### config.mk
export PLATFORM = sky130hd
export DESIGN_NAME = cmt_match
export DESIGN_NICKNAME = d
export VERILOG_FILES = /design/src/rtl/cmt_pkg.sv /design/src/rtl/cmt_match.sv
export VERILOG_INCLUDE_DIRS = /design/src /design/src/rtl
export SDC_FILE = /design/constraint.sdc
export NUM_CORES = 1
export LEC_CHECK = 0
export ABC_CLOCK_PERIOD_IN_PS = 3300
export BUFFER_PORTS_ARGS = -buffer_cell sky130_fd_sc_hd__buf_4
export CORE_MARGIN = 1
export CORE_UTILIZATION = 39
export CTS_CLUSTER_DIAMETER = 60
export DETAILED_ROUTE_END_ITERATION = 12
export SLEW_MARGIN = 40
export SYNTH_ARGS = -nofsm -noshare
export SYNTH_HDL_FRONTEND = slang
export SYNTH_SLANG_ARGS = --single-unit
### constraint.sdc
create_clock -name clk -period 3.3 [get_ports clk]
set_input_delay 0.495 -clock clk [delete_from_list [all_inputs] [get_ports clk]]
set_output_delay 0.495 -clock clk [all_outputs]
set_load 0.01 [all_outputs]
### src/rtl/compare_match_timer_regs_assert.svh
// Assertion macros shared by the compare-match timer RTL.
`ifndef COMPARE_MATCH_TIMER_REGS_ASSERT_SVH
`define COMPARE_MATCH_TIMER_REGS_ASSERT_SVH
`ifndef SYNTHESIS
// Checked on every clock edge outside of reset.
`define CMT_ASSERT(lbl, prop, msg) \
	lbl: assert property (@(posedge clk) disable iff (!arst_n) prop) else $error(msg);
// Checked on every clock edge, reset included.
`define CMT_ASSERT_ALWAYS(lbl, prop, msg) \
	lbl: assert property (@(posedge clk) prop) else $error(msg);
`else
`define CMT_ASSERT(lbl, prop, msg)
`define CMT_ASSERT_ALWAYS(lbl, prop, msg)
`endif
`endif

### src/rtl/cmt_pkg.sv
// Types and constants shared by the compare-match timer modules.
`timescale 1ns / 1ps
package cmt_pkg;

	localparam int unsigned OP_W     = 2;
	localparam int unsigned IDX_W    = 4;
	localparam int unsigned REG_W    = 32;
	localparam int unsigned TIME_W   = 64;
	localparam int unsigned CTRL_W   = 2;
	localparam int unsigned FLAG_W   = 4;
	localparam int unsigned CTRL_EN_BIT = 0;

	// One count per microsecond of input time.
	localparam int unsigned TICK_NS  = 1000;
	localparam int unsigned REM_W    = $clog2(TICK_NS);

	// The divide by TICK_NS runs one sixteen-bit digit per stage.
	localparam int unsigned DIV_STEP_BITS = 16;
	localparam int unsigned DIV_STAGES    = TIME_W / DIV_STEP_BITS;
	// A digit step divides the remainder joined with the next digit, which stays below
	// TICK_NS << DIV_STEP_BITS. The reciprocal is rounded up and is exact over that range.
	localparam int unsigned TRIAL_W     = REM_W + DIV_STEP_BITS;
	localparam int unsigned RECIP_SHIFT = TRIAL_W + REM_W;
	localparam int unsigned RECIP_W     = 27;
	localparam int unsigned PROD_W      = TRIAL_W + RECIP_W;
	localparam logic [RECIP_W-1:0] TICK_RECIP = 27'd68719477;
	localparam logic [TRIAL_W-1:0] TICK_TRIAL = TRIAL_W'(TICK_NS);

	localparam logic [TIME_W-1:0] CMP_DISARMED = '1;
	localparam logic [CTRL_W-1:0] CTRL_RESET   = CTRL_W'(1);

	typedef enum logic [OP_W-1:0] {
		OP_TICK  = 2'd0,
		OP_READ  = 2'd1,
		OP_WRITE = 2'd2
	} op_t;

	typedef enum logic [IDX_W-1:0] {
		REG_CNT_LO   = 4'd0,
		REG_CNT_HI   = 4'd1,
		REG_CFG      = 4'd2,
		REG_INT_STAT = 4'd3,
		REG_INT_EN   = 4'd4,
		REG_CMP0_LO  = 4'd5,
		REG_CMP0_HI  = 4'd6,
		REG_CMP1_LO  = 4'd7,
		REG_CMP1_HI  = 4'd8,
		REG_CMP2_LO  = 4'd9,
		REG_CMP2_HI  = 4'd10,
		REG_CMP3_LO  = 4'd11,
		REG_CMP3_HI  = 4'd12,
		REG_STAT     = 4'd13
	} reg_idx_t;

	// One item as it travels down the pipeline.
	typedef struct packed {
		logic [OP_W-1:0]  op;
		logic [IDX_W-1:0] idx;
		logic [REG_W-1:0] data;
		logic             adv;
		logic [REG_W-1:0] rd;
	} item_t;

	// Division state: dividend bits shift out at the top while quotient bits shift in below.
	typedef struct packed {
		logic [TIME_W-1:0] dq;
		logic [REM_W-1:0]  rem;
	} div_t;

endpackage

### src/rtl/cmt_match.sv
// Match stage: compare registers, match flags, interrupt enables and the result register.
`timescale 1ns / 1ps
`include "compare_match_timer_regs_assert.svh"
module cmt_match import cmt_pkg::*; #(
	parameter int unsigned NUM_COMPARATORS = 4
) (
	input  logic              clk,
	input  logic              arst_n,
	input  logic              in_valid,
	output logic              in_ready,
	input  item_t             in_item,
	input  logic [TIME_W-1:0] in_count,
	output logic              out_valid,
	input  logic              out_ready,
	output logic [REG_W-1:0]  read_data,
	output logic [FLAG_W-1:0] int_status
);

	logic              move;
	logic              is_cmp;
	logic [IDX_W-1:0]  cmp_off;
	logic [REG_W-1:0]  rd;
	logic [FLAG_W-1:0] flags_q;
	logic [FLAG_W-1:0] flags_d;
	logic [FLAG_W-1:0] irq_en_q;
	logic [FLAG_W-1:0] irq_en_d;
	logic [TIME_W-1:0] cmp_q [NUM_COMPARATORS];
	logic [TIME_W-1:0] cmp_d [NUM_COMPARATORS];
	logic              out_valid_q;
	logic [REG_W-1:0]  read_data_q;
	logic [FLAG_W-1:0] int_status_q;

	assign in_ready = !out_valid_q || out_ready;
	assign move     = in_valid && in_ready;
	assign cmp_off  = in_item.idx - IDX_W'(REG_CMP0_LO);
	assign is_cmp   = in_item.idx inside {[REG_CMP0_LO:REG_CMP3_HI]};

	always_comb begin
		flags_d  = flags_q;
		irq_en_d = irq_en_q;
		cmp_d    = cmp_q;
		rd       = in_item.rd;
		case (in_item.op)
			OP_TICK: begin
				// Armed compare values that the new count has reached fire once and disarm.
				if (in_item.adv) begin
					for (int k = 0; k < NUM_COMPARATORS; k++) begin
						if ((cmp_q[k] != CMP_DISARMED) && (in_count >= cmp_q[k])) begin
							flags_d[k] = 1'b1;
							cmp_d[k]   = CMP_DISARMED;
						end
					end
				end
			end
			OP_READ: begin
				case (in_item.idx)
					REG_INT_STAT: rd = REG_W'(flags_q);
					REG_INT_EN:   rd = REG_W'(irq_en_q);
					REG_STAT:     rd = '0;
					default:      rd = in_item.rd;
				endcase
				if (is_cmp) begin
					for (int k = 0; k < NUM_COMPARATORS; k++) begin
						if (cmp_off[2:1] == 2'(k)) begin
							rd = cmp_off[0] ? cmp_q[k][TIME_W-1:REG_W] : cmp_q[k][REG_W-1:0];
						end
					end
				end
			end
			OP_WRITE: begin
				case (in_item.idx)
					REG_INT_STAT: flags_d  = flags_q & ~in_item.data[FLAG_W-1:0];
					REG_INT_EN:   irq_en_d = in_item.data[FLAG_W-1:0];
					default:      irq_en_d = irq_en_q;
				endcase
				if (is_cmp) begin
					for (int k = 0; k < NUM_COMPARATORS; k++) begin
						if (cmp_off[2:1] == 2'(k)) begin
							if (cmp_off[0]) begin
								cmp_d[k][TIME_W-1:REG_W] = in_item.data;
							end else begin
								cmp_d[k][REG_W-1:0] = in_item.data;
							end
						end
					end
				end
			end
			default: begin
				rd = '0;
			end
		endcase
	end

	always_ff @(posedge clk or negedge arst_n) begin
		if (!arst_n) begin
			flags_q  <= '0;
			irq_en_q <= '0;
			for (int k = 0; k < NUM_COMPARATORS; k++) begin
				cmp_q[k] <= CMP_DISARMED;
			end
		end else if (move) begin
			flags_q  <= flags_d;
			irq_en_q <= irq_en_d;
			cmp_q    <= cmp_d;
		end
	end

	always_ff @(posedge clk or negedge arst_n) begin
		if (!arst_n) begin
			out_valid_q <= 1'b0;
		end else if (in_ready) begin
			out_valid_q <= in_valid;
		end
	end

	always_ff @(posedge clk) begin
		if (move) begin
			read_data_q  <= rd;
			int_status_q <= flags_d;
		end
	end

	assign out_valid  = out_valid_q;
	assign read_data  = read_data_q;
	assign int_status = int_status_q;

	`CMT_ASSERT(a_flag_rise_on_tick, ((flags_q & ~$past(flags_q)) != '0) |-> $past(move && (in_item.op == OP_TICK) && in_item.adv), "match flag set without an advancing tick")
	`CMT_ASSERT(a_unused_flags_zero, (flags_q >> NUM_COMPARATORS) == '0, "flag set for an absent comparator")

endmodule

==> flow_metrics.env <==
export IMPL_run_status="completed"
export IMPL_grt_overflow=0
export IMPL_hold_ws_ns=0.1263
export IMPL_drt_first_iter_violations=2389
export IMPL_postSynthCellCount=2563
export IMPL_fill_cells=5432
export IMPL_worstPathArrival_ns=3.58
export IMPL_clock_sinks=301
export IMPL_netlist_area_um2=22700
export IMPL_r2r_start="cmp_q[101]"
export IMPL_post_route_util_pct=47.90
export IMPL_most_common_layout_cells="321 x buf_4, 296 x inv_1, 292 x o21ai_0"
export IMPL_powerDensity_nw_per_um2=747.5
export IMPL_layout_commonest_cell="buf_4"
export IMPL_synth_cell_types=61
export IMPL_fin_crit_sh_pct=98.37
export IMPL_min_to="out_valid"
export IMPL_seq_area_frac_synth_pct=35.39
export IMPL_clock_skew_ns=0.02801
export IMPL_tightest_slew_ns=0.7829
export IMPL_synth_top_area_cell="dfstp_2"
export IMPL_grtUsageTotal_pct=33.75
export IMPL_end_kind="flip-flop"
export IMPL_startpoint_type="flip-flop"
export IMPL_maxCapViolCount=0
export IMPL_clockRootBuffer="clkbuf_16"
export IMPL_vdd_ir_drop_max_uv=387.0
export IMPL_vias=22301
export IMPL_grt_max_degree=83
export IMPL_grt_pass1_vias=21568
export IMPL_yosysWarnings=0
export IMPL_setup_viol=0
export IMPL_hold_viol=0
export IMPL_die_y_um=243.3
export IMPL_required_ns=3.64
export IMPL_dr_pass1_iters=5
export IMPL_cts_buffers=41
export IMPL_grt_pass1_wl_mm=147.0
export IMPL_numPortBuffers=176
export IMPL_ant_nets=0
export IMPL_yosys_area_share_simple_pct=14.27
export IMPL_drive_gt1_share_pct=28.99
export IMPL_synthArstFlopShare_pct=88.04
export IMPL_coreArea_um2=57590
export IMPL_ys_flop_type="dfstp_2"
export IMPL_hold_depth=2
export IMPL_fin_area_um2=27580
export IMPL_finalSetupTns_ns=0
export IMPL_wirelength_mm=101.7
export IMPL_hp_start="in_valid"
export IMPL_synth_compound_area_share_pct=20.25
export IMPL_max_clock_freq_ghz=0.3080
export IMPL_total_power_mw=20.62
export IMPL_hp_class="primary input to flip-flop"
export IMPL_timing_rr_end="int_status[2]"
export IMPL_rr_worst_depth=9
export IMPL_synth_top_family_by_area="compound AO/OA/AOI/OAI gates"
export IMPL_synth_edff_count=36
export IMPL_cts_clk_slew_worst_paths_ns=0.06
export IMPL_grt_antenna_before_repair=7
export IMPL_relSlewSlack_pct=47.33
export IMPL_htree_levels=2
export IMPL_fp_dieArea_um2=59170
export IMPL_start_util_pct=39.42
export IMPL_synth_area_leaders="dfstp_2 30%, ha_1 14%, o21ai_0 6.5%"
export IMPL_clockBufferDepth=3
export IMPL_synth_adder_area_share_pct=14.28
export IMPL_clock_latency_ns=0.59
export IMPL_synthMuxAreaShare_pct=8.092
export IMPL_die_x_um=243.3
export IMPL_period_needed_ns=3.246
export IMPL_routed_via_density=6.183
export IMPL_hpwl_mm=78.31
export IMPL_synth_nets=2961
export IMPL_leakage_nw=12.25
export IMPL_drc=0
export IMPL_cp_max_fo=3
export IMPL_synthToLayoutAreaGrowth_pct=21.51
export IMPL_avgSynthCellArea_um2=8.857
export IMPL_report_final_slew_viol_count=0
export IMPL_wl_per_cell_um=28.19
export IMPL_yosys_area_share_xor_xnor_pct=0.07717
export IMPL_worstSetupPathType="flip-flop to flip-flop"
export IMPL_yosysTopAreaCellShare_pct=29.63
export IMPL_synth_seq_cells=301
export IMPL_place_gp_congestion=1.003
export IMPL_io_pin_count=177
export IMPL_placed_area_um2=26070
export IMPL_cts_tree="done"
export IMPL_nNetsFinal=3209
export IMPL_r2r_slack_ns=0.05
export IMPL_rows=88
-- power by group --
part	internal, mW	switching, mW	total, mW
Clock	2.65	1.93	4.58
Sequential	5.89	1.80	7.69
Combinational	3.55	4.80	8.35
-- per-layer routing --
layer	GRT usage, %	vias to the layer above	share of wire (%)
li1	-	9785	-
met3	7.116	281	9.4
met1	44.92	10998	41
met4	17.30	10	5.6
met2	51.57	1227	44
met5	0	-	0.064
-- cells in the mapped netlist (3+ instances only) --
cell type	instances
a21oi_2	3
or2_2	40
nand2_1	156
nor3_1	78
o22ai_1	32
o21ai_0	294
mux4_2	64
mux2_2	4
dfrtp_1	9
a21oi_1	230
a22oi_1	44
edfxtp_1	36
inv_1	296
buf_2	11
a221o_1	4
a21o_1	42
and3_1	4
and2_1	5
a31o_2	3
nand2b_1	21
nand4_1	107
buf_1	10
a32o_1	4
clkbuf_1	117
o31ai_1	5
mux2i_1	35
dfstp_2	256
nor4_1	21
o211ai_1	3
o21a_1	6
buf_4	3
and4_1	9
buf_6	6
a221oi_1	14
nand3_1	18
a211oi_1	71
a32oi_1	4
nor4b_1	3
nor2_1	205
ha_1	259
-- area by class of cell --
type	instances	area, um^2	share of cell area (%)
Clock buffer	47	1100	3.987
Timing Repair Buffer	352	3025	10.97
Sequential cell	301	8033	29.12
Inverter	297	1115	4.042
Antenna cell	3	7.507	0.02722
Clock inverter	24	245.2	0.8891
Multi-Input combinational cell	1818	13100	47.49
Tap cell	765	957.2	3.470
-- per-stage QoR --
step,std cells,worst slack [ns]
3_3_place_gp,3527,-0.1275
6_report,3607,0.05364
5_1_grt,3604,-0.02427
4_1_cts,3599,0.01900
2_1_floorplan,2563,0.2698
3_5_place_dp,3527,-0.1863
-- registers in the layout (all words and copies together) (netlist names) --
name / count
irq_en_q: 4
int_status: 4
cmp_q: 256
out_valid: 1
flags_q: 4
read_data: 32
-- kinds of logic after synthesis --
kind of cell             after synthesis
AO/OA/AOI/OAI                        780
XOR/XNOR                               2
adder cells (fa/ha/maj)              259
buffers and inverters                444
flip-flops                           301
multiplexers                         103
AND/OR/NAND/NOR                      674
-- repair_timing --
action,4_1_cts,5_1_grt
resized for setup,2,11
cloned,0,2
hold buffers,1,0
pin swaps,0,9
setup endpoints to repair,66,137
hold endpoints to repair,9,0
buffers inserted,0,3
-- worst max-delay path, cell delays in order, from the launching register on --
cell,delay (ns)
dfstp_2,0.54
inv_1,0.09
ha_1,0.31
a21o_1,0.17
a21o_1,0.18
a221oi_2,0.36
o22ai_1,0.23
or4_4,0.58
or2_4,0.28
a32o_1,0.25
-- how the worst max path moves through the flow --
stage	startpoint	end
3_5_place_dp	in_count[37]	int_status[2]
3_3_place_gp	in_count[18]	int_status[2]
2_1_floorplan	cmp_q[82]	int_status[2]
4_1_cts	cmp_q[82]	cmp_q[90]
5_1_grt	cmp_q[82]	cmp_q[113]
6_report	cmp_q[101]	int_status[2]
Power figures use the tool's default switching activity.
