==> config.mk <==
export PLATFORM = sky130hd
export DESIGN_NAME = cmt_div_stage
export DESIGN_NICKNAME = d
export VERILOG_FILES = /design/src/rtl/compare_match_timer_regs_assert.svh /design/src/rtl/cmt_pkg.sv /design/src/rtl/cmt_div_stage.sv
export SDC_FILE = /design/constraint.sdc
export NUM_CORES = 1
export LEC_CHECK = 0
export BUFFER_PORTS_ARGS = -buffer_cell sky130_fd_sc_hd__buf_4
export CORE_MARGIN = 4
export CORE_UTILIZATION = 37
export CTS_BUF_LIST = sky130_fd_sc_hd__clkbuf_4
export CTS_CLUSTER_DIAMETER = 120
export DETAILED_ROUTE_END_ITERATION = 10
export GPL_TIMING_DRIVEN = 0
export SETUP_SLACK_MARGIN = 0.5
export SYNTH_ARGS = -nofsm -noshare
export SYNTH_HDL_FRONTEND = slang
export SYNTH_SLANG_ARGS = --single-unit
==> constraint.sdc <==
create_clock -name clk -period 9.2 [get_ports clk]
set_clock_uncertainty 0.1 [all_clocks]
set_input_delay 1.84 -clock clk [delete_from_list [all_inputs] [get_ports clk]]
set_output_delay 1.84 -clock clk [all_outputs]
set_load 0.03 [all_outputs]
==> src/rtl/compare_match_timer_regs_assert.svh <==
// Assertion macros shared by the compare-match timer RTL.
`ifndef COMPARE_MATCH_TIMER_REGS_ASSERT_SVH
`define COMPARE_MATCH_TIMER_REGS_ASSERT_SVH
`ifndef SYNTHESIS
// Checked on every clock edge outside of reset.
`define CMT_ASSERT(lbl, prop, msg) \
	lbl: assert property (@(posedge clk) disable iff (!arst_n) prop) else $error(msg);
// Checked on every clock edge, reset included.
`define CMT_ASSERT_ALWAYS(lbl, prop, msg) \
	lbl: assert property (@(posedge clk) prop) else $error(msg);
`else
`define CMT_ASSERT(lbl, prop, msg)
`define CMT_ASSERT_ALWAYS(lbl, prop, msg)
`endif
`endif

==> src/rtl/cmt_pkg.sv <==
// Types and constants shared by the compare-match timer modules.
`timescale 1ns / 1ps
package cmt_pkg;

	localparam int unsigned OP_W     = 2;
	localparam int unsigned IDX_W    = 4;
	localparam int unsigned REG_W    = 32;
	localparam int unsigned TIME_W   = 64;
	localparam int unsigned CTRL_W   = 2;
	localparam int unsigned FLAG_W   = 4;
	localparam int unsigned CTRL_EN_BIT = 0;

	// One count per microsecond of input time.
	localparam int unsigned TICK_NS  = 1000;
	localparam int unsigned REM_W    = $clog2(TICK_NS);

	// The divide by TICK_NS runs one sixteen-bit digit per stage.
	localparam int unsigned DIV_STEP_BITS = 16;
	localparam int unsigned DIV_STAGES    = TIME_W / DIV_STEP_BITS;
	// A digit step divides the remainder joined with the next digit, which stays below
	// TICK_NS << DIV_STEP_BITS. The reciprocal is rounded up and is exact over that range.
	localparam int unsigned TRIAL_W     = REM_W + DIV_STEP_BITS;
	localparam int unsigned RECIP_SHIFT = TRIAL_W + REM_W;
	localparam int unsigned RECIP_W     = 27;
	localparam int unsigned PROD_W      = TRIAL_W + RECIP_W;
	localparam logic [RECIP_W-1:0] TICK_RECIP = 27'd68719477;
	localparam logic [TRIAL_W-1:0] TICK_TRIAL = TRIAL_W'(TICK_NS);

	localparam logic [TIME_W-1:0] CMP_DISARMED = '1;
	localparam logic [CTRL_W-1:0] CTRL_RESET   = CTRL_W'(1);

	typedef enum logic [OP_W-1:0] {
		OP_TICK  = 2'd0,
		OP_READ  = 2'd1,
		OP_WRITE = 2'd2
	} op_t;

	typedef enum logic [IDX_W-1:0] {
		REG_CNT_LO   = 4'd0,
		REG_CNT_HI   = 4'd1,
		REG_CFG      = 4'd2,
		REG_INT_STAT = 4'd3,
		REG_INT_EN   = 4'd4,
		REG_CMP0_LO  = 4'd5,
		REG_CMP0_HI  = 4'd6,
		REG_CMP1_LO  = 4'd7,
		REG_CMP1_HI  = 4'd8,
		REG_CMP2_LO  = 4'd9,
		REG_CMP2_HI  = 4'd10,
		REG_CMP3_LO  = 4'd11,
		REG_CMP3_HI  = 4'd12,
		REG_STAT     = 4'd13
	} reg_idx_t;

	// One item as it travels down the pipeline.
	typedef struct packed {
		logic [OP_W-1:0]  op;
		logic [IDX_W-1:0] idx;
		logic [REG_W-1:0] data;
		logic             adv;
		logic [REG_W-1:0] rd;
	} item_t;

	// Division state: dividend bits shift out at the top while quotient bits shift in below.
	typedef struct packed {
		logic [TIME_W-1:0] dq;
		logic [REM_W-1:0]  rem;
	} div_t;

endpackage

==> src/rtl/cmt_div_stage.sv <==
// One pipeline stage of the digit-wise divide of elapsed time by the tick period.
`timescale 1ns / 1ps
module cmt_div_stage import cmt_pkg::*; (
	input  logic  clk,
	input  logic  arst_n,
	input  logic  in_valid,
	output logic  in_ready,
	input  item_t in_item,
	input  div_t  in_div,
	output logic  out_valid,
	input  logic  out_ready,
	output item_t out_item,
	output div_t  out_div
);

	logic                     valid_s1;
	item_t                    item_s1;
	div_t                     div_s1;
	div_t                     div_d;
	logic [TRIAL_W-1:0]       t;
	logic [PROD_W-1:0]        prod;
	logic [DIV_STEP_BITS-1:0] q;
	logic [TRIAL_W-1:0]       back;
	logic [TRIAL_W-1:0]       diff;

	assign in_ready = !valid_s1 || out_ready;

	// The remainder stays below the divisor, so the quotient digit fits in DIV_STEP_BITS.
	always_comb begin
		t    = {in_div.rem, in_div.dq[TIME_W-1 -: DIV_STEP_BITS]};
		prod = PROD_W'(t) * PROD_W'(TICK_RECIP);
		q    = prod[RECIP_SHIFT +: DIV_STEP_BITS];
		back = TRIAL_W'(q) * TICK_TRIAL;
		diff = t - back;
		div_d.dq  = {in_div.dq[TIME_W-DIV_STEP_BITS-1:0], q};
		div_d.rem = diff[REM_W-1:0];
	end

	always_ff @(posedge clk or negedge arst_n) begin
		if (!arst_n) begin
			valid_s1 <= 1'b0;
		end else if (in_ready) begin
			valid_s1 <= in_valid;
		end
	end

	always_ff @(posedge clk) begin
		if (in_valid && in_ready) begin
			item_s1 <= in_item;
			div_s1  <= div_d;
		end
	end

	assign out_valid = valid_s1;
	assign out_item  = item_s1;
	assign out_div   = div_s1;

endmodule

==> results of run 1 <==
area by class of cell:
cell class / instances / area, µm²
Fill cell: 3754 / 21100
Tap cell: 532 / 666
Timing Repair Buffer: 332 / 2690
Sequential cell: 146 / 4380
Inverter: 398 / 1510
Buffer: 1 / 5.00
Clock inverter: 12 / 179
Multi-Input combinational cell: 732 / 10100
Antenna cell: 4 / 10.0
Clock buffer: 20 / 150
cells in the final DEF (no fill, tap or decap), types with 5 or more instances in the layout:
cell      instances
inv_1           370
o21bai_1          6
nor3_1            5
fa_1            204
ha_2             11
nand2_1          19
xor2_1            9
fa_2             12
ha_4             31
nor2b_1           5
buf_12            5
buf_6            18
a21oi_2           5
ha_1            242
clkbuf_4         20
xnor2_1          15
o21ai_1           9
o21ai_0           9
xnor2_2           5
edfxtp_1        145
nor2_1           14
a21oi_1          26
a21o_1           26
nand4_1           8
nand3_1           8
buf_4           304
inv_2            25
critical path, delay by kind of cell:
kind / cells / cell delay (ns)
adder cells (fa/ha/maj): 14 / 5.62
AO/OA/AOI/OAI: 4 / 1.09
XOR/XNOR: 5 / 0.91
buffers and inverters: 7 / 0.49
AND/OR/NAND/NOR: 2 / 0.16
layer usage:
layer / vias to the layer above / global-route usage (%) / share of wire (%)
met3: 36 / 4.39 / 6.5
met4: 0 / 4.78 / 2.0
li1: 4792 / - / -
met2: 281 / 33.9 / 51
met5: - / 0 / 0
met1: 5186 / 23.4 / 41
logic make-up after synthesis:
group / count (synthesis) / synth area share, %
XOR/XNOR: 34 / 2.22
AND/OR/NAND/NOR: 84 / 2.80
adder cells (fa/ha/maj): 500 / 51.5
buffers and inverters: 399 / 9.80
AO/OA/AOI/OAI: 114 / 5.08
flip-flops: 146 / 28.6
registers in the layout, indices dropped and copies added (netlist names):
name,cells
out_div,74
out_valid,1
out_item,71
metrics by stage:
step / utilization [%] / cells / worst slack (ns)
after global placement: 45.0 / 2104 / -2.27
after global routing: 48.3 / 2175 / -0.846
after CTS: 47.4 / 2162 / -0.807
after floorplan: - / 1277 / -1.05
after detailed placement: 45.2 / 2106 / -2.30
final: 48.3 / 2177 / -0.707
final timing paths:
kind / slack (ns) / to
setup / recovery: -0.71 / out_div[9]$_DFFE_PP_
hold / removal: 0.51 / out_valid$_DFFE_PN0N_
setup reg to reg: 7.10 / out_item[5]$_DFFE_PP_
hold reg to reg: 0.51 / out_valid$_DFFE_PN0N_
max in group asynchronous: 7.98 / out_valid$_DFFE_PN0N_
min in group asynchronous: 0.94 / out_valid$_DFFE_PN0N_
timing repair:
action                                  4_1_cts  5_1_grt
pin swaps                                    29       52
buffers inserted                             24       11
gates cloned                                  0        0
endpoints found under the setup margin        4        3
gates resized for setup                      69       72
hold buffers                                  0        0
==> metrics, run 1 <==
status=complete, but fails checks; failing checks=setup timing; Iteration-0 DRC Markers=544; CP startpoint=in_div[2]; HP Class=reg -> reg; Ports=296; start of the worst register-to-register path=out_valid$_DFFE_PN0N_; CP max-delay cell=fa_1; Placement Cell Area=18500 µm²; post-layout minimum cycle time=9.91 ns; WHS Path Cells=2; max cap viols=0; unrepaired setup endpoints after global routing=yes; CP peak stage delay=0.62 ns; number of enable flip-flop cells after synthesis=145; Design Area, Final=19700 µm²; initial antenna violation count=2; WHS=0.510 ns; CP arrival=10.12 ns; die width=211 µm; Routed WL per cell=19.8 µm; GRT overflow=0; Cells after Synth=1277; Least-Margin Pin Slew=0.531 ns; first-pass GRT wire length=63.9 mm; Port Buffers=295; DRT Wirelength=43.0 mm; Post-Syn Area=15300 µm²; Rel. slew slack=64.5%; Syn-to-layout area delta=28.9%; crit-path max FO=8; post-DP HPWL=36.7 mm; global placer's final weighted congestion=0.871; Clock Pin Slew Worst Setup and Hold Paths=0.12 ns; Die ar.=44700 µm²; CTS Sinks=146; top area cells in the synthesized netlist=edfxtp_1 28%, fa_1 28%, ha_1 23%; layout cells sized above 1=30.2%; root buf cell=clkbuf_4; asr flop ratio synth=0.685%; Cell variety after synth=50; Fin. Hold Viols=0; Max Fclk=0.101 GHz; HP Start=out_valid$_DFFE_PN0N_; CP Class=in -> reg; fin worst setup slack=-0.707 ns; first drt pass iteration count=4; Primary FF master, synth=edfxtp_1; drt drc=0; CTS tree=built; Num CTS Buffers=17; Fin Setup TNS=-1.39 ns; # rows=74; core area=40800 µm²; H-tree depth=4; initial core utilization=37.5%; Synth Net Count=1926; Die H=211 µm; area leader, netlist=edfxtp_1; sequential element share of the synthesized area=28.6%; Ys Warns=0; Slew Limit Fails=0; #FFs+latches synth=146; Detail Route Antenna Nets=0; Worst setup EP type=flop; CP Launch Type=input pin; top cell type's share of synthesized area=28.5%; via count of the first global-routing pass=10800; final net count=2277; worst path required time=9.41 ns; Final setup viols=2; clock latency on the worst-skew pair=0.55 ns; top post-synthesis cells by count=398 x inv_1, 284 x ha_1, 216 x fa_1, 145 x edfxtp_1, 34 x a21oi_1; Register-to-Register Path Depth=4; period utilisation layout=108%; GRT Overall Usage=19.0%; Synth Area per Inst=12.0 µm²; Vias=10300; Clock Tree Buf Depth=2; count leader, synth=inv_1; Worst path most repeated cell=fa_1; largest net degree at the start of global routing=72; Via-to-Cell Ratio=4.73
Power of run 1 is left out: the tool's default activity adds up to more than one toggle a clock period on the data nets, which glitch-free logic cannot reach.
==> inputs of run 2 (changes only) <==
--- a/config.mk
+++ b/config.mk
@@ -6,6 +6,7 @@
 export NUM_CORES = 1
 export LEC_CHECK = 0
 export BUFFER_PORTS_ARGS = -buffer_cell sky130_fd_sc_hd__buf_4
+export CORE_ASPECT_RATIO = 1.2
 export CORE_MARGIN = 4
 export CORE_UTILIZATION = 37
 export CTS_BUF_LIST = sky130_fd_sc_hd__clkbuf_4
==> metrics, run 2 (synthesis gave the netlist of run 1 again) <==
status=complete, but fails checks; failing checks=setup timing; worst path required time=9.39 ns; CTS tree=built; Rel. slew slack=66.0%; unrepaired setup endpoints after global routing=yes; global placer's final weighted congestion=0.875; final net count=2275; initial antenna violation count=1; initial core utilization=37.5%; post-layout minimum cycle time=10.02 ns; CP arrival=10.22 ns; Clock Pin Slew Worst Setup and Hold Paths=0.14 ns; Final setup viols=2; Worst setup EP type=flop; fin worst setup slack=-0.824 ns; post-DP HPWL=33.8 mm; H-tree depth=4; Via-to-Cell Ratio=4.62; Ports=296; first-pass GRT wire length=61.0 mm; Slew Limit Fails=0; clock latency on the worst-skew pair=0.54 ns; Num CTS Buffers=17; Detail Route Antenna Nets=0; Die H=231 µm; # rows=81; crit-path max FO=8; core area=40800 µm²; Worst path most repeated cell=fa_1; # fillers=3715; CP max-delay cell=fa_1; die width=194 µm; Routed WL per cell=18.0 µm; CP Launch Type=input pin; CP Class=in -> reg; fin util=48.1%; first drt pass iteration count=4; Max Fclk=0.0998 GHz; Fin. Hold Viols=0; Clock Tree Buf Depth=2; most common cell after layout, fill and taps aside=inv_1; root buf cell=clkbuf_4; Largest register FFs=74; layout cells sized above 1=29.7%; period utilisation layout=109%; Vias=10100; CTS Sinks=146; drt drc=0; Port Buffers=295; GRT Overall Usage=17.7%; GRT overflow=0; DRT Wirelength=39.2 mm; Syn-to-layout area delta=28.5%; max cap viols=0; HP Class=reg -> reg; CP peak stage delay=0.55 ns; largest net degree at the start of global routing=72; Least-Margin Pin Slew=0.509 ns; via count of the first global-routing pass=10900; most frequent cells in the layout=374 x inv_1, 303 x buf_4, 241 x ha_1; Iteration-0 DRC Markers=325; Die ar.=44700 µm²
## run 2: changes by cell type in the layout (fill, tap and decap cells not counted), sizes merged
cell    previous run  this run
buf              333       331
bufinv             4         2
clkbuf            20        17
diode              4         1
inv              398       403
## run 2: critical path, delay by kind of cell
family / cells / cell delay [ns]
buf+inv: 7 / 0.47
xor+xnor: 5 / 0.88
fa+ha+maj: 14 / 5.49
compound gates: 6 / 1.51
## run 2: stage by stage
stage | std cells | setup TNS (ns) | hold slack, ns | area (µm²) | setup WS, ns
finish | 2179 | -1.14 | 0.470 | 19700 | -0.824
global route | 2179 | -1.47 | 0.562 | 19700 | -1.01
CTS | 2171 | -1.07 | 0.472 | 19400 | -0.782
detailed placement | 2113 | -4.77 | 0.437 | 18500 | -2.17
global placement | 2111 | -4.65 | 0.411 | 18400 | -2.17
floorplan | 1277 | -1.54 | 0.825 | 15500 | -1.05
## run 2: path summary, 6_finish.rpt
path,startpoint,depth (start not counted),slack [ns],endpoint
min,out_valid$_DFFE_PN0N_,2,0.47,out_valid$_DFFE_PN0N_
max in group asynchronous,arst_n,1,7.98,out_valid$_DFFE_PN0N_
max,in_div[72],32,-0.82,out_div[9]$_DFFE_PP_
max reg2reg,out_valid$_DFFE_PN0N_,3,7.48,out_item[18]$_DFFE_PP_
min in group asynchronous,arst_n,1,0.94,out_valid$_DFFE_PN0N_
min reg2reg,out_valid$_DFFE_PN0N_,2,0.47,out_valid$_DFFE_PN0N_
## run 2: layout make-up
type | count | area [µm²] | share of cell area [%]
well taps | 539 | 674 | 3.43
repair buffers | 330 | 2680 | 13.6
clock inverters | 15 | 193 | 0.980
inverters | 398 | 1510 | 7.69
plain buffers | 1 | 5.00 | 0.0255
diodes | 1 | 2.50 | 0.0127
multi-input cells | 732 | 10100 | 51.3
clock buffers | 17 | 128 | 0.649
flip-flops and latches | 146 | 4380 | 22.3
## run 2: timing repair
action | CTS | global route
pin swaps | 44 | 25
buffers inserted | 26 | 7
endpoints found under the setup margin | 4 | 4
hold buffers | 0 | 0
resized for setup | 86 | 42
## run 2: layer usage
layer  global-route usage [%]  wire (µm)  vias to the layer above
met5                        0          0                        -
met4                     4.03        467                        0
met3                     3.20       1740                       25
met2                     32.5      21000                      231
met1                     21.6      16000                     5031
li1                         -          -                     4778
Power of run 2 is left out for the same reason.
==> inputs of run 3 (changes only) <==
--- a/config.mk
+++ b/config.mk
@@ -6,14 +6,12 @@
 export NUM_CORES = 1
 export LEC_CHECK = 0
 export BUFFER_PORTS_ARGS = -buffer_cell sky130_fd_sc_hd__buf_4
-export CORE_ASPECT_RATIO = 1.2
 export CORE_MARGIN = 4
 export CORE_UTILIZATION = 37
 export CTS_BUF_LIST = sky130_fd_sc_hd__clkbuf_4
 export CTS_CLUSTER_DIAMETER = 120
 export DETAILED_ROUTE_END_ITERATION = 10
 export GPL_TIMING_DRIVEN = 0
-export SETUP_SLACK_MARGIN = 0.5
 export SYNTH_ARGS = -nofsm -noshare
 export SYNTH_HDL_FRONTEND = slang
 export SYNTH_SLANG_ARGS = --single-unit
==> metrics, run 3 (synthesis gave the netlist of run 1 again) <==
root buf cell=clkbuf_4; Detail Route Antenna Nets=0; drt drc=0; Ports=296; top sig layer=met4; Syn-to-layout area delta=27.4%; Buf/Inv on CP=7; Num CTS Buffers=17; Rel. slew slack=63.3%; DRT Wirelength=42.6 mm; CP arrival=10.22 ns; CTS tree=built; CP Launch Type=input pin; H-tree depth=4; CP Class=in -> reg; CP max-delay cell=fa_1; status=complete, but fails checks; crit-path max FO=8; post-DP HPWL=36.5 mm; Worst setup EP type=flop; most common cell after layout, fill and taps aside=inv_1; GRT overflow=0; die width=211 µm; Fin Setup TNS=-1.13 ns; final net count=2270; largest net degree at the start of global routing=70; Iteration-0 DRC Markers=617; Slew Limit Fails=0; fin cells=2167; Design Area, Final=19500 µm²; Final setup viols=2; first-pass GRT wire length=63.7 mm; Largest register FFs=74; critical path's top delay family=adder cells; Die ar.=44700 µm²; DRT met1 WL=17.8 mm; Least-Margin Pin Slew=0.545 ns; Max Fclk=0.0998 GHz; initial antenna violation count=1; Die H=211 µm; layout cells sized above 1=28.5%; placed cell count=2106; Routed WL per cell=19.7 µm; Placement Cell Area=18400 µm²; worst path required time=9.40 ns; Vias=10300; CP peak stage delay=0.54 ns; # rows=74; met2 routed WL=21.9 mm; Fin. Hold Viols=0; CTS Sinks=146; Port Buffers=295; Clock Pin Slew Worst Setup and Hold Paths=0.13 ns; Via-to-Cell Ratio=4.74; core area=40800 µm²; via count of the first global-routing pass=11000; Worst path most repeated cell=fa_1; global placer's final weighted congestion=0.876; first drt pass iteration count=5; Clock Tree Buf Depth=2; Routed met3 length=2.33 mm; period utilisation layout=109%; GRT Overall Usage=18.8%; most frequent cells in the layout=377 x inv_1, 304 x buf_4, 248 x ha_1; post-layout minimum cycle time=10.02 ns; unrepaired setup endpoints after global routing=yes; HP Class=reg -> reg; clock latency on the worst-skew pair=0.54 ns; fin worst setup slack=-0.823 ns; initial core utilization=37.5%; failing checks=setup timing; max cap viols=0
-- run 3: routing by layer --
layer / track usage (%) / vias up
li1: - / 4776
met1: 23.9 / 5214
met2: 33.9 / 257
met3: 3.76 / 32
met4: 3.38 / 0
met5: 0 / -
-- run 3: final timing paths --
kind | cells past startpoint | slack (ns) | end | from
worst max-delay path | 32 | -0.82 | out_div[9]$_DFFE_PP_ | in_div[7]
worst min-delay path | 2 | 0.48 | out_valid$_DFFE_PN0N_ | out_valid$_DFFE_PN0N_
worst max register to register | 4 | 7.21 | out_item[30]$_DFFE_PP_ | out_valid$_DFFE_PN0N_
worst min register to register | 2 | 0.48 | out_valid$_DFFE_PN0N_ | out_valid$_DFFE_PN0N_
max in group asynchronous | 1 | 7.99 | out_valid$_DFFE_PN0N_ | arst_n
min in group asynchronous | 1 | 0.94 | out_valid$_DFFE_PN0N_ | arst_n
-- run 3: cell type report --
| cell class | count | area [µm²] |
|---|---|---|
| well taps | 532 | 666 |
| flip-flops and latches | 146 | 4380 |
| multi-input cells | 732 | 10000 |
| clock buffers | 18 | 135 |
| inverters | 398 | 1500 |
| fillers | 3817 | 21300 |
| repair buffers | 325 | 2600 |
| diodes | 1 | 2.50 |
| clock inverters | 14 | 178 |
| plain buffers | 1 | 5.00 |
-- run 3: per-stage QoR --
stage | utilization (%) | hold WS [ns] | setup slack (ns)
global placement | 45.0 | 0.413 | -2.29
floorplan | - | 0.825 | -1.05
CTS | 47.3 | 0.473 | -0.788
detailed placement | 45.1 | 0.445 | -2.35
global route | 47.7 | 0.524 | -0.983
finish | 47.7 | 0.478 | -0.823
-- run 3: worst reg2reg max path, delay by kind of cell (launching register included) --
kind | cells | cell delay [ns]
flip-flops | 1 | 0.41
AND/OR/NAND/NOR | 2 | 0.42
buffers and inverters | 2 | 0.66
-- run 3: timing repair --
item / 4_1_cts / 5_1_grt
hold buffers: 0 / 0
resized for setup: 76 / 32
cloned: 0 / 0
setup endpoints to repair: 3 / 3
pin swaps: 45 / 28
buffers inserted: 23 / 5
Power of run 3 is left out for the same reason.
