===== config.mk =====
export PLATFORM = sky130hd
export DESIGN_NAME = cmt_count
export DESIGN_NICKNAME = d
export VERILOG_FILES = /design/src/rtl/cmt_pkg.sv /design/src/rtl/cmt_count.sv
export VERILOG_INCLUDE_DIRS = /design/src /design/src/rtl
export SDC_FILE = /design/constraint.sdc
export NUM_CORES = 1
export LEC_CHECK = 0
export ABC_CLOCK_PERIOD_IN_PS = 6600
export BUFFER_PORTS_ARGS = -buffer_cell sky130_fd_sc_hd__clkbuf_2
export CAP_MARGIN = 20
export CORE_MARGIN = 2
export CORE_UTILIZATION = 25
export DETAILED_ROUTE_END_ITERATION = 6
export GPL_TIMING_DRIVEN = 0
export SKIP_LAST_GASP = 1
export SLEW_MARGIN = 20
export SYNTH_ARGS = -nofsm -noshare
export SYNTH_HDL_FRONTEND = slang
export SYNTH_SLANG_ARGS = --single-unit

===== constraint.sdc =====
create_clock -name clk -period 6.6 [get_ports clk]
set_input_delay 0 -clock clk [delete_from_list [all_inputs] [get_ports clk]]
set_output_delay 0 -clock clk [all_outputs]
set_load 0.005 [all_outputs]

===== src/rtl/compare_match_timer_regs_assert.svh =====
// Assertion macros shared by the compare-match timer RTL.
`ifndef COMPARE_MATCH_TIMER_REGS_ASSERT_SVH
`define COMPARE_MATCH_TIMER_REGS_ASSERT_SVH
`ifndef SYNTHESIS
// Checked on every clock edge outside of reset.
`define CMT_ASSERT(lbl, prop, msg) \
	lbl: assert property (@(posedge clk) disable iff (!arst_n) prop) else $error(msg);
// Checked on every clock edge, reset included.
`define CMT_ASSERT_ALWAYS(lbl, prop, msg) \
	lbl: assert property (@(posedge clk) prop) else $error(msg);
`else
`define CMT_ASSERT(lbl, prop, msg)
`define CMT_ASSERT_ALWAYS(lbl, prop, msg)
`endif
`endif


===== src/rtl/cmt_pkg.sv =====
// Types and constants shared by the compare-match timer modules.
`timescale 1ns / 1ps
package cmt_pkg;

	localparam int unsigned OP_W     = 2;
	localparam int unsigned IDX_W    = 4;
	localparam int unsigned REG_W    = 32;
	localparam int unsigned TIME_W   = 64;
	localparam int unsigned CTRL_W   = 2;
	localparam int unsigned FLAG_W   = 4;
	localparam int unsigned CTRL_EN_BIT = 0;

	// One count per microsecond of input time.
	localparam int unsigned TICK_NS  = 1000;
	localparam int unsigned REM_W    = $clog2(TICK_NS);

	// The divide by TICK_NS runs one sixteen-bit digit per stage.
	localparam int unsigned DIV_STEP_BITS = 16;
	localparam int unsigned DIV_STAGES    = TIME_W / DIV_STEP_BITS;
	// A digit step divides the remainder joined with the next digit, which stays below
	// TICK_NS << DIV_STEP_BITS. The reciprocal is rounded up and is exact over that range.
	localparam int unsigned TRIAL_W     = REM_W + DIV_STEP_BITS;
	localparam int unsigned RECIP_SHIFT = TRIAL_W + REM_W;
	localparam int unsigned RECIP_W     = 27;
	localparam int unsigned PROD_W      = TRIAL_W + RECIP_W;
	localparam logic [RECIP_W-1:0] TICK_RECIP = 27'd68719477;
	localparam logic [TRIAL_W-1:0] TICK_TRIAL = TRIAL_W'(TICK_NS);

	localparam logic [TIME_W-1:0] CMP_DISARMED = '1;
	localparam logic [CTRL_W-1:0] CTRL_RESET   = CTRL_W'(1);

	typedef enum logic [OP_W-1:0] {
		OP_TICK  = 2'd0,
		OP_READ  = 2'd1,
		OP_WRITE = 2'd2
	} op_t;

	typedef enum logic [IDX_W-1:0] {
		REG_CNT_LO   = 4'd0,
		REG_CNT_HI   = 4'd1,
		REG_CFG      = 4'd2,
		REG_INT_STAT = 4'd3,
		REG_INT_EN   = 4'd4,
		REG_CMP0_LO  = 4'd5,
		REG_CMP0_HI  = 4'd6,
		REG_CMP1_LO  = 4'd7,
		REG_CMP1_HI  = 4'd8,
		REG_CMP2_LO  = 4'd9,
		REG_CMP2_HI  = 4'd10,
		REG_CMP3_LO  = 4'd11,
		REG_CMP3_HI  = 4'd12,
		REG_STAT     = 4'd13
	} reg_idx_t;

	// One item as it travels down the pipeline.
	typedef struct packed {
		logic [OP_W-1:0]  op;
		logic [IDX_W-1:0] idx;
		logic [REG_W-1:0] data;
		logic             adv;
		logic [REG_W-1:0] rd;
	} item_t;

	// Division state: dividend bits shift out at the top while quotient bits shift in below.
	typedef struct packed {
		logic [TIME_W-1:0] dq;
		logic [REM_W-1:0]  rem;
	} div_t;

endpackage


===== src/rtl/cmt_count.sv =====
// Counter stage: holds the 64-bit count and adds the quotient of each advancing tick.
`timescale 1ns / 1ps
`include "compare_match_timer_regs_assert.svh"
module cmt_count import cmt_pkg::*; (
	input  logic              clk,
	input  logic              arst_n,
	input  logic              in_valid,
	output logic              in_ready,
	input  item_t             in_item,
	input  logic [TIME_W-1:0] in_quot,
	output logic              out_valid,
	input  logic              out_ready,
	output item_t             out_item,
	output logic [TIME_W-1:0] out_count
);

	logic              move;
	logic [TIME_W-1:0] count_q;
	logic [TIME_W-1:0] count_next;
	logic              valid_s1;
	item_t             item_s1;
	logic [TIME_W-1:0] count_s1;
	item_t             item_d;

	assign in_ready   = !valid_s1 || out_ready;
	assign move       = in_valid && in_ready;
	assign count_next = count_q + in_quot;

	always_comb begin
		item_d = in_item;
		if (in_item.op == OP_READ) begin
			case (in_item.idx)
				REG_CNT_LO: item_d.rd = count_q[REG_W-1:0];
				REG_CNT_HI: item_d.rd = count_q[TIME_W-1:REG_W];
				default:    item_d.rd = in_item.rd;
			endcase
		end
	end

	always_ff @(posedge clk or negedge arst_n) begin
		if (!arst_n) begin
			count_q <= '0;
		end else if (move && in_item.adv) begin
			count_q <= count_next;
		end
	end

	always_ff @(posedge clk or negedge arst_n) begin
		if (!arst_n) begin
			valid_s1 <= 1'b0;
		end else if (in_ready) begin
			valid_s1 <= in_valid;
		end
	end

	always_ff @(posedge clk) begin
		if (move) begin
			item_s1  <= item_d;
			count_s1 <= count_next;
		end
	end

	assign out_valid = valid_s1;
	assign out_item  = item_s1;
	assign out_count = count_s1;

	`CMT_ASSERT(a_count_on_advance, (count_q != $past(count_q)) |-> $past(move && in_item.adv), "counter moved without an advancing tick")

endmodule


==> impl_metrics.toml, run 1 <==
[run_status]
status = "completed"

[sta]
grt_setup_unrepaired = "false"
hold_viol = 0
hold_ws_ns = 0.0514
setup_viol = 0
fmax_mhz = 276
period_share_pct = 54.9
fin_worst_skew_ns = 0.00993
min_period_ns = 3.63
tightest_slew_ns = 1.00
report.final.slew_viol_count = 0
slew_headroom_pct = 33.2

[global_route]
grt_pass1_vias = 9982
grt_overflow = 0
grt_use_total_pct = 17.3
antenna_found_initial = 1
grt_max_degree = 55
grt_pass1_wl_mm = 60.2

[pwr]
ir_drop_mv = 0.208
p_per_area_nw_per_um2 = 433
total_power_mw = 6.52
p_leak_nw = 6.41

[job]
cap_violations = 0

[synthesis]
synth_nets = 1318
synth_edf_count = 135
seq_area_frac_synth_pct = 49.5
yosys.area_share.xor_xnor_pct = 4.43
synthAdderAreaFrac_pct = 7.05
synth_ff_type = "edfxtp_1"
synthCells = 1115
synth-simple-area-share_pct = 14.1
async_flop_share_pct = 32.5
ys.warnings.count = 0
ys_ff_latch = 200
synth_top_family_by_area = "compound AO/OA/AOI/OAI gates"
synth_cell_types = 69
synth_compound_area_share_pct = 17.1
synth_mux_area_share_pct = 5.02
syn_area_per_cell_um2 = 10.3
mappedNetlistArea_um2 = 11500

[clocking]
cts.clk_slew.worst_paths_ns = 0.08
max-clock-path-buffers = 2
clk_latency_ns = 0.47
ctsHoldBuffers = 77
htree_levels = 4
clock_sinks = 200
tritoncts = "yes"
cts_resized = 0
cts_setup_buffers = 0
cts_buffers = 17
clockRootBuffer = "clkbuf_16"

[route]
drtAntennaViolNets = 0
dr.pass1.iters = 5
wl_mm = 42.0
routed_via_density = 4.84
vias = 10200
dr.first_iter.drc_count = 760
avgRoutedWirePerCell_um = 20.0
drcViolationCount = 0

[final_layout]
drive_gt1_share_pct = 24.2
finish.utilization_pct = 33.2
layout_commonest_cell = "clkbuf_2"
n_fill_cell = 4716
mostFrequentLayoutCells = "clkbuf_2 (274), nand2_1 (146), edfxtp_1 (135)"
multiInputGateArea_um2 = 5470
seqCellArea_um2 = 5680
fin_nets = 1692
syn_to_final_growth_pct = 31.3
design_area_um2 = 15000
antennaDiodeCount = 0

[die]
die_area_um2 = 47600
boundaryPins = 276
rows = 78
start_util_pct = 25.3
core-area_um2 = 45300
die_w_um = 218
fp.dieH_um = 218

[critical_path]
crit_required_ns = 6.82
cp-end-kind = "register"
worstPathArrival_ns = 3.85
cp_slowest_cell = "o2111ai_2"
crit_path_start_kind = "register"
cpPeakStageDelay_ns = 0.43
critPathKind = "register to register"
r2r_slack_ns = 2.97
crit_chain = "ha_1 > fa_1 > a21o_1 > a221oi_2 > o31ai_1 > o2bb2ai_1 > o2111ai_2 > a311oi_1 > or3_1 > and2_1"
path_max_fanout = 6

[place]
place_congestion = 0.903
place_area_um2 = 13700
io_buffers = 275
dp_hpwl_mm = 32.9

[worst_hold_path]
min_path_type = "input pin to async pin"
==> registers in the layout, indices dropped and copies added, names as in the netlist <==
| signal | cells |
|---|---|
| count_q | 64 |
| out_count | 64 |
| out_valid | 1 |
| out_item | 71 |
==> path summary, 6_finish.rpt <==
check                             from  cells past startpoint       endpoint
max                         count_q[0]                     10  out_count[52]
min                             arst_n                      2     count_q[8]
max reg2reg                 count_q[0]                     10  out_count[52]
min reg2reg                count_q[28]                      2    count_q[28]
max in group asynchronous       arst_n                      3    count_q[62]
min in group clk           in_quot[12]                      5    count_q[12]
==> layer usage <==
metal	track usage (%)	routed length, µm	part of all wire (%)	up-vias
met1	21.8	18400	44	4941
met5	0	13	0.031	-
met3	3.40	2070	4.9	45
li1	-	-	-	4900
met2	29.3	20400	49	279
met4	6.30	1090	2.6	2
==> kinds of logic after synthesis <==
group | count (synthesis)
AO/OA/AOI/OAI | 308
XOR/XNOR | 58
adder cells (fa/ha/maj) | 64
buffers and inverters | 79
flip-flops | 200
multiplexers | 55
AND/OR/NAND/NOR | 351
==> critical path, delay by kind of cell (launching register included) <==
kind | cells | cell delay, ns
compound gates | 6 | 1.78
fa+ha+maj | 2 | 0.63
flops | 1 | 0.42
simple gates | 2 | 0.54
==> where the power goes <==
group          switching (mW)  total (mW)  internal [mW]  leakage, nW
clock                   0.541        1.12          0.578        0.300
sequential              0.325        2.20           1.88         2.07
combinational            1.98        3.20           1.21         4.03
==> metrics by stage <==
step	setup TNS (ns)	instances	setup WS, ns
2_1_floorplan	0	1115	1.40
3_3_place_gp	-67.25	1990	-1.86
3_5_place_dp	0	1993	3.06
4_1_cts	0	2102	3.03
5_1_grt	0	2102	2.73
6_report	0	2102	2.97
==> synthesized netlist by cell type (all sizes together) (5+ instances only) <==
| master | number | area (µm²) |
|---|---|---|
| and2 | 7 | 43.8 |
| nand2 | 146 | 548 |
| xnor2 | 37 | 324 |
| dfrtp | 65 | 1630 |
| mux2 | 20 | 225 |
| mux2i | 35 | 350 |
| inv | 17 | 63.8 |
| xor2 | 21 | 184 |
| nor3 | 13 | 65.1 |
| o21a | 9 | 67.6 |
| o21bai | 15 | 113 |
| a21oi | 131 | 656 |
| nor4 | 5 | 31.3 |
| clkbuf | 41 | 154 |
| or4 | 9 | 71.3 |
| edfxtp | 135 | 4050 |
| a211oi | 5 | 42.5 |
| nand4 | 43 | 269 |
| o31ai | 10 | 75.1 |
| or3 | 6 | 37.5 |
| buf | 21 | 97.6 |
| o21ai | 55 | 275 |
| nand3 | 11 | 55.1 |
| nor2b | 6 | 37.5 |
| nor2 | 84 | 318 |
| ha | 63 | 788 |
| and3 | 6 | 37.5 |
| a31oi | 7 | 43.8 |
| nand2b | 9 | 56.3 |
| a21o | 29 | 218 |
| a31o | 5 | 43.8 |
==> layout make-up <==
| cell class | instances | area share, % |
|---|---|---|
| flip-flops and latches | 200 | 37.7 |
| multi-input cells | 836 | 36.4 |
| repair buffers | 355 | 14.8 |
| well taps | 600 | 4.99 |
| clock buffers | 17 | 2.83 |
| plain buffers | 62 | 1.67 |
| clock inverters | 15 | 1.20 |
| inverters | 17 | 0.424 |
Note: power is estimated with default switching activity, not from simulation.
==> run 2: changes to the inputs <==
Settings changed: ABC_CLOCK_PERIOD_IN_PS 6600 to 3490.
Clock period 6.6 ns to 3.49 ns, I/O delays scaled along.
==> impl_metrics.toml, run 2 (synthesis gave the netlist of run 1 again) <==
[run_status]
status = "finished, violations left"
violations = "hold timing"

[final_layout]
multiInputGateArea_um2 = 5540
mostFrequentLayoutCells = "clkbuf_2 (274), nand2_1 (146), edfxtp_1 (135)"
n_fill_cell = 4652
largest_register_ffs = 71
fin_nets = 1692
design_area_um2 = 15100
finish.utilization_pct = 33.3
seqCellArea_um2 = 5680
syn_to_final_growth_pct = 31.5
layout_commonest_cell = "clkbuf_2"
drive_gt1_share_pct = 24.7

[global_route]
grt_use_total_pct = 17.4
grt_max_degree = 56
antenna_found_initial = 1
grt_overflow = 0
grt_pass1_vias = 10100
grt_pass1_wl_mm = 60.8

[sta]
slew_headroom_pct = 39.6
tightest_slew_ns = 0.906
hold_ws_ns = -0.00218
fin_worst_skew_ns = 0.0106
min_period_ns = 3.34
period_share_pct = 95.6
report.final.slew_viol_count = 0
grt_setup_unrepaired = "true"
fmax_mhz = 300
setup_viol = 0
hold_viol = 1

[route]
routed_via_density = 4.86
drcViolationCount = 0
dr.pass1.iters = 5
dr.first_iter.drc_count = 784
drtAntennaViolNets = 0
wl_mm = 41.7
vias = 10200
avgRoutedWirePerCell_um = 19.8

[clocking]
cts.clk_slew.worst_paths_ns = 0.08
tritoncts = "yes"
htree_levels = 4
max-clock-path-buffers = 2
cts_buffers = 17
clk_latency_ns = 0.47
clockRootBuffer = "clkbuf_16"
clock_sinks = 200

[job]
cap_violations = 0

[die]
boundaryPins = 276
die_area_um2 = 47600
rows = 78
start_util_pct = 25.3
core-area_um2 = 45300
die_w_um = 218
fp.dieH_um = 218

[place]
place_congestion = 0.939
place_area_um2 = 13700
io_buffers = 275
dp_hpwl_mm = 32.8

[critical_path]
cp-end-kind = "register"
worstRegToRegCells = 10
crit_start = "count_q[0]"
critPathKind = "register to register"
r2r-start = "count_q[0]"
r2r_slack_ns = 0.15
path_max_fanout = 4
worstPathArrival_ns = 3.56
crit_required_ns = 3.71
crit_path_start_kind = "register"
r2r_end = "out_count[52]"

[worst_hold_path]
hold-path-endpoint = "out_item[12]"
hold_depth = 3
min_path_type = "input pin to register"
holdCritStartpoint = "in_item[12]"

[pwr]
ir_drop_mv = 0.397
p_leak_nw = 6.40
p_per_area_nw_per_um2 = 810
[run 2: what timing repair did]
item | in CTS | in global routing
endpoints found under the hold margin | 142 | 0
gates resized for setup | 2 | 8
setup endpoints to repair | 5 | 21
hold buffers | 76 | 0
buffers inserted | 1 | 0
pin swaps | 1 | 2
[run 2: worst max-delay path by stage]
| stage | endpoint | slack [ns] | cells past startpoint |
|---|---|---|---|
| final | out_count[52] | 0.15 | 10 |
| after global routing | out_count[58] | -0.02 | 10 |
| after CTS | count_q[61] | 0.05 | 10 |
| after detailed placement | out_count[52] | -0.12 | 10 |
| after global placement | count_q[59] | -1.95 | 7 |
| after floorplan | count_q[61] | 0.02 | 5 |
[run 2: layout make-up]
type	instances	area share, %
sequential	200	37.7
buffer	62	1.67
multi-input combinational	836	36.7
clock inverter	14	0.888
inverter	17	0.423
antenna	1	0.0166
timing repair buffer	355	14.7
tap	600	4.98
clock buffer	18	2.91
[run 2: power by group]
group,switching (mW),internal (mW)
Combinational,3.77,2.32
Clock,1.00,0.962
Sequential,0.610,3.55
[run 2: worst max-delay path: stages (launching register included)]
cell and delay (ns):
dfrtp_1 0.45, ha_1 0.24, fa_1 0.41, a21o_1 0.23
a221oi_4 0.35, o31ai_2 0.16, o2bb2ai_2 0.19, o2111ai_2 0.31
a311oi_1 0.19, or3_1 0.37, and2_1 0.17
[run 2: per-stage QoR]
step                      total power [mW]  setup TNS (ns)  hold slack [ns]  cells  setup WS (ns)
after floorplan                       7.94               0           -0.296   1115         0.0153
after global placement                10.0          -72.34            0.177   1990          -1.95
after detailed placement              10.1          -0.245           0.0206   1993         -0.116
after CTS                             12.2               0           0.0213   2102         0.0453
after global routing                  13.1         -0.0157           0.0451   2103        -0.0157
final                                 12.2               0         -0.00218   2103          0.153
[run 2: layer usage]
metal	track usage, %	part of all wire [%]	up-vias	wire length, µm
met5	0	0	-	0
li1	-	-	4897	-
met3	3.24	4.5	53	1900
met2	29.0	49	314	20300
met4	6.28	2.7	0	1140
met1	22.4	44	4967	18400
==> run 3: changes to the inputs <==
Settings changed: PLACE_DENSITY_LB_ADDON from default to 0.1.
==> impl_metrics.toml, run 3 (synthesis gave the netlist of run 1 again) <==
[place]
io_buffers = 275
post-place-ws_ns = -0.178
place_congestion = 0.873
dp_hpwl_mm = 34.4
place_area_um2 = 13700
dp_cells = 1994

[final_layout]
design_area_um2 = 15100
drive_gt1_share_pct = 24.7
fin_nets = 1695
finish.utilization_pct = 33.4
mostFrequentLayoutCells = "clkbuf_2 (274), nand2_1 (146), edfxtp_1 (135)"
final_cell_count_no_fill = 2106
layout_commonest_cell = "clkbuf_2"
largest_register_ffs = 71
syn_to_final_growth_pct = 32.1

[sta]
setup_viol = 0
fin_worst_skew_ns = 0.0103
report.final.slew_viol_count = 0
grt_setup_unrepaired = "false"
setup_slack_ns = 0.133
fmax_mhz = 298
tightest_slew_ns = 1.02
slew_headroom_pct = 31.7
min_period_ns = 3.36
hold_viol = 0
period_share_pct = 96.2
tns_ns = 0
hold_ws_ns = 0.0737

[route]
drcViolationCount = 0
drtAntennaViolNets = 0
vias = 10100
dr.pass1.iters = 5
dr.first_iter.drc_count = 615
routed_via_density = 4.77
avgRoutedWirePerCell_um = 20.6
wl_mm = 43.4

[pwr]
p_sw_mw = 5.49
power_frac_seq_pct = 33.7
p_leak_nw = 6.44
total_power_mw = 12.4
clkPwrFrac_pct = 16.7
ir_drop_mv = 0.261
p_int_mw = 6.92
share_comb_of_total_power_pct = 49.6
p_per_area_nw_per_um2 = 819
swShare_pct = 44.2

[run_status]
status = "completed"

[die]
fp.dieH_um = 218
die_area_um2 = 47600
boundaryPins = 276
core-area_um2 = 45300
start_util_pct = 25.3
die_w_um = 218
rows = 78

[critical_path]
r2r_end = "out_count[52]"
r2r-start = "count_q[0]"
cpPeakStageDelay_ns = 0.43
critPathKind = "register to register"
crit_required_ns = 3.72
crit_path_start_kind = "register"
crit_chain = "ha_1 > fa_1 > a21o_1 > a221oi_4 > o31ai_1 > o2bb2ai_2 > o2111ai_4 > a311oi_1 > or3_1 > and2_1"
cp_top_family = "compound AO/OA/AOI/OAI gates"
crit_start = "count_q[0]"
cp-end-kind = "register"
cp.buffers_inverters = 0
path_max_fanout = 4
cp_slowest_cell = "dfrtp_1"
worstRegToRegCells = 10
worstPathArrival_ns = 3.58
r2r_slack_ns = 0.13

[clocking]
tritoncts = "yes"
cts_buffers = 17
cts.clk_slew.worst_paths_ns = 0.08
clockRootBuffer = "clkbuf_16"
max-clock-path-buffers = 2
clock_sinks = 200
htree_levels = 4
clk_latency_ns = 0.47

[job]
cap_violations = 0

[global_route]
grt_use_total_pct = 18.2
grt_max_degree = 44
grt_pass1_wl_mm = 63.1
grt_overflow = 0
grt_pass1_vias = 10000
antenna_found_initial = 1

[worst_hold_path]
min_path_type = "input pin to async pin"
-- run 3: worst max-delay path by stage --
stage / end / slack (ns) / cells past startpoint
after detailed placement: out_count[52] / -0.18 / 10
after floorplan: count_q[61] / 0.02 / 5
final: out_count[52] / 0.13 / 10
after global routing: out_count[52] / 0.03 / 10
after CTS: out_count[52] / -0.03 / 10
after global placement: count_q[59] / -2.25 / 7
-- run 3: repair_timing --
| action | 4_1_cts | 5_1_grt |
|---|---|---|
| resized for setup | 5 | 5 |
| setup buffers | 0 | 2 |
| hold endpoints to repair | 143 | 0 |
| setup endpoints to repair | 9 | 12 |
| hold buffers | 77 | 0 |
| pin swaps | 0 | 2 |
-- run 3: cell type report --
cell class,instances,area [µm²]
clock inverters,14,155
multi-input cells,836,5540
flip-flops and latches,200,5680
plain buffers,62,251
fillers,4739,30100
clock buffers,18,439
diodes,1,2.50
well taps,600,751
inverters,17,63.8
repair buffers,358,2260
-- run 3: metal layers --
metal | track usage [%] | part of all wire (%) | vias up
li1 | - | - | 4915
met4 | 5.31 | 1.5 | 0
met1 | 24.9 | 48 | 4874
met2 | 30.0 | 47 | 235
met3 | 2.42 | 3.5 | 26
met5 | 0 | 0 | -
-- run 3: worst reg2reg max path, delay by kind of cell (launching register included) --
kind / cells / cell delay, ns
AOI/OAI and AO/OA: 6 / 1.50
adders and majority gates: 2 / 0.64
and+or+nand+nor: 2 / 0.55
DFF: 1 / 0.43
-- run 3: power by group through the flow --
stage	Combinational (mW)	Clock [mW]	Sequential (mW)
finish	6.16	2.08	4.18
global route	6.84	2.25	4.26
CTS	6.16	2.16	4.19
detailed placement	5.99	0	4.24
global placement	5.98	0	4.25
floorplan	3.98	0	3.95
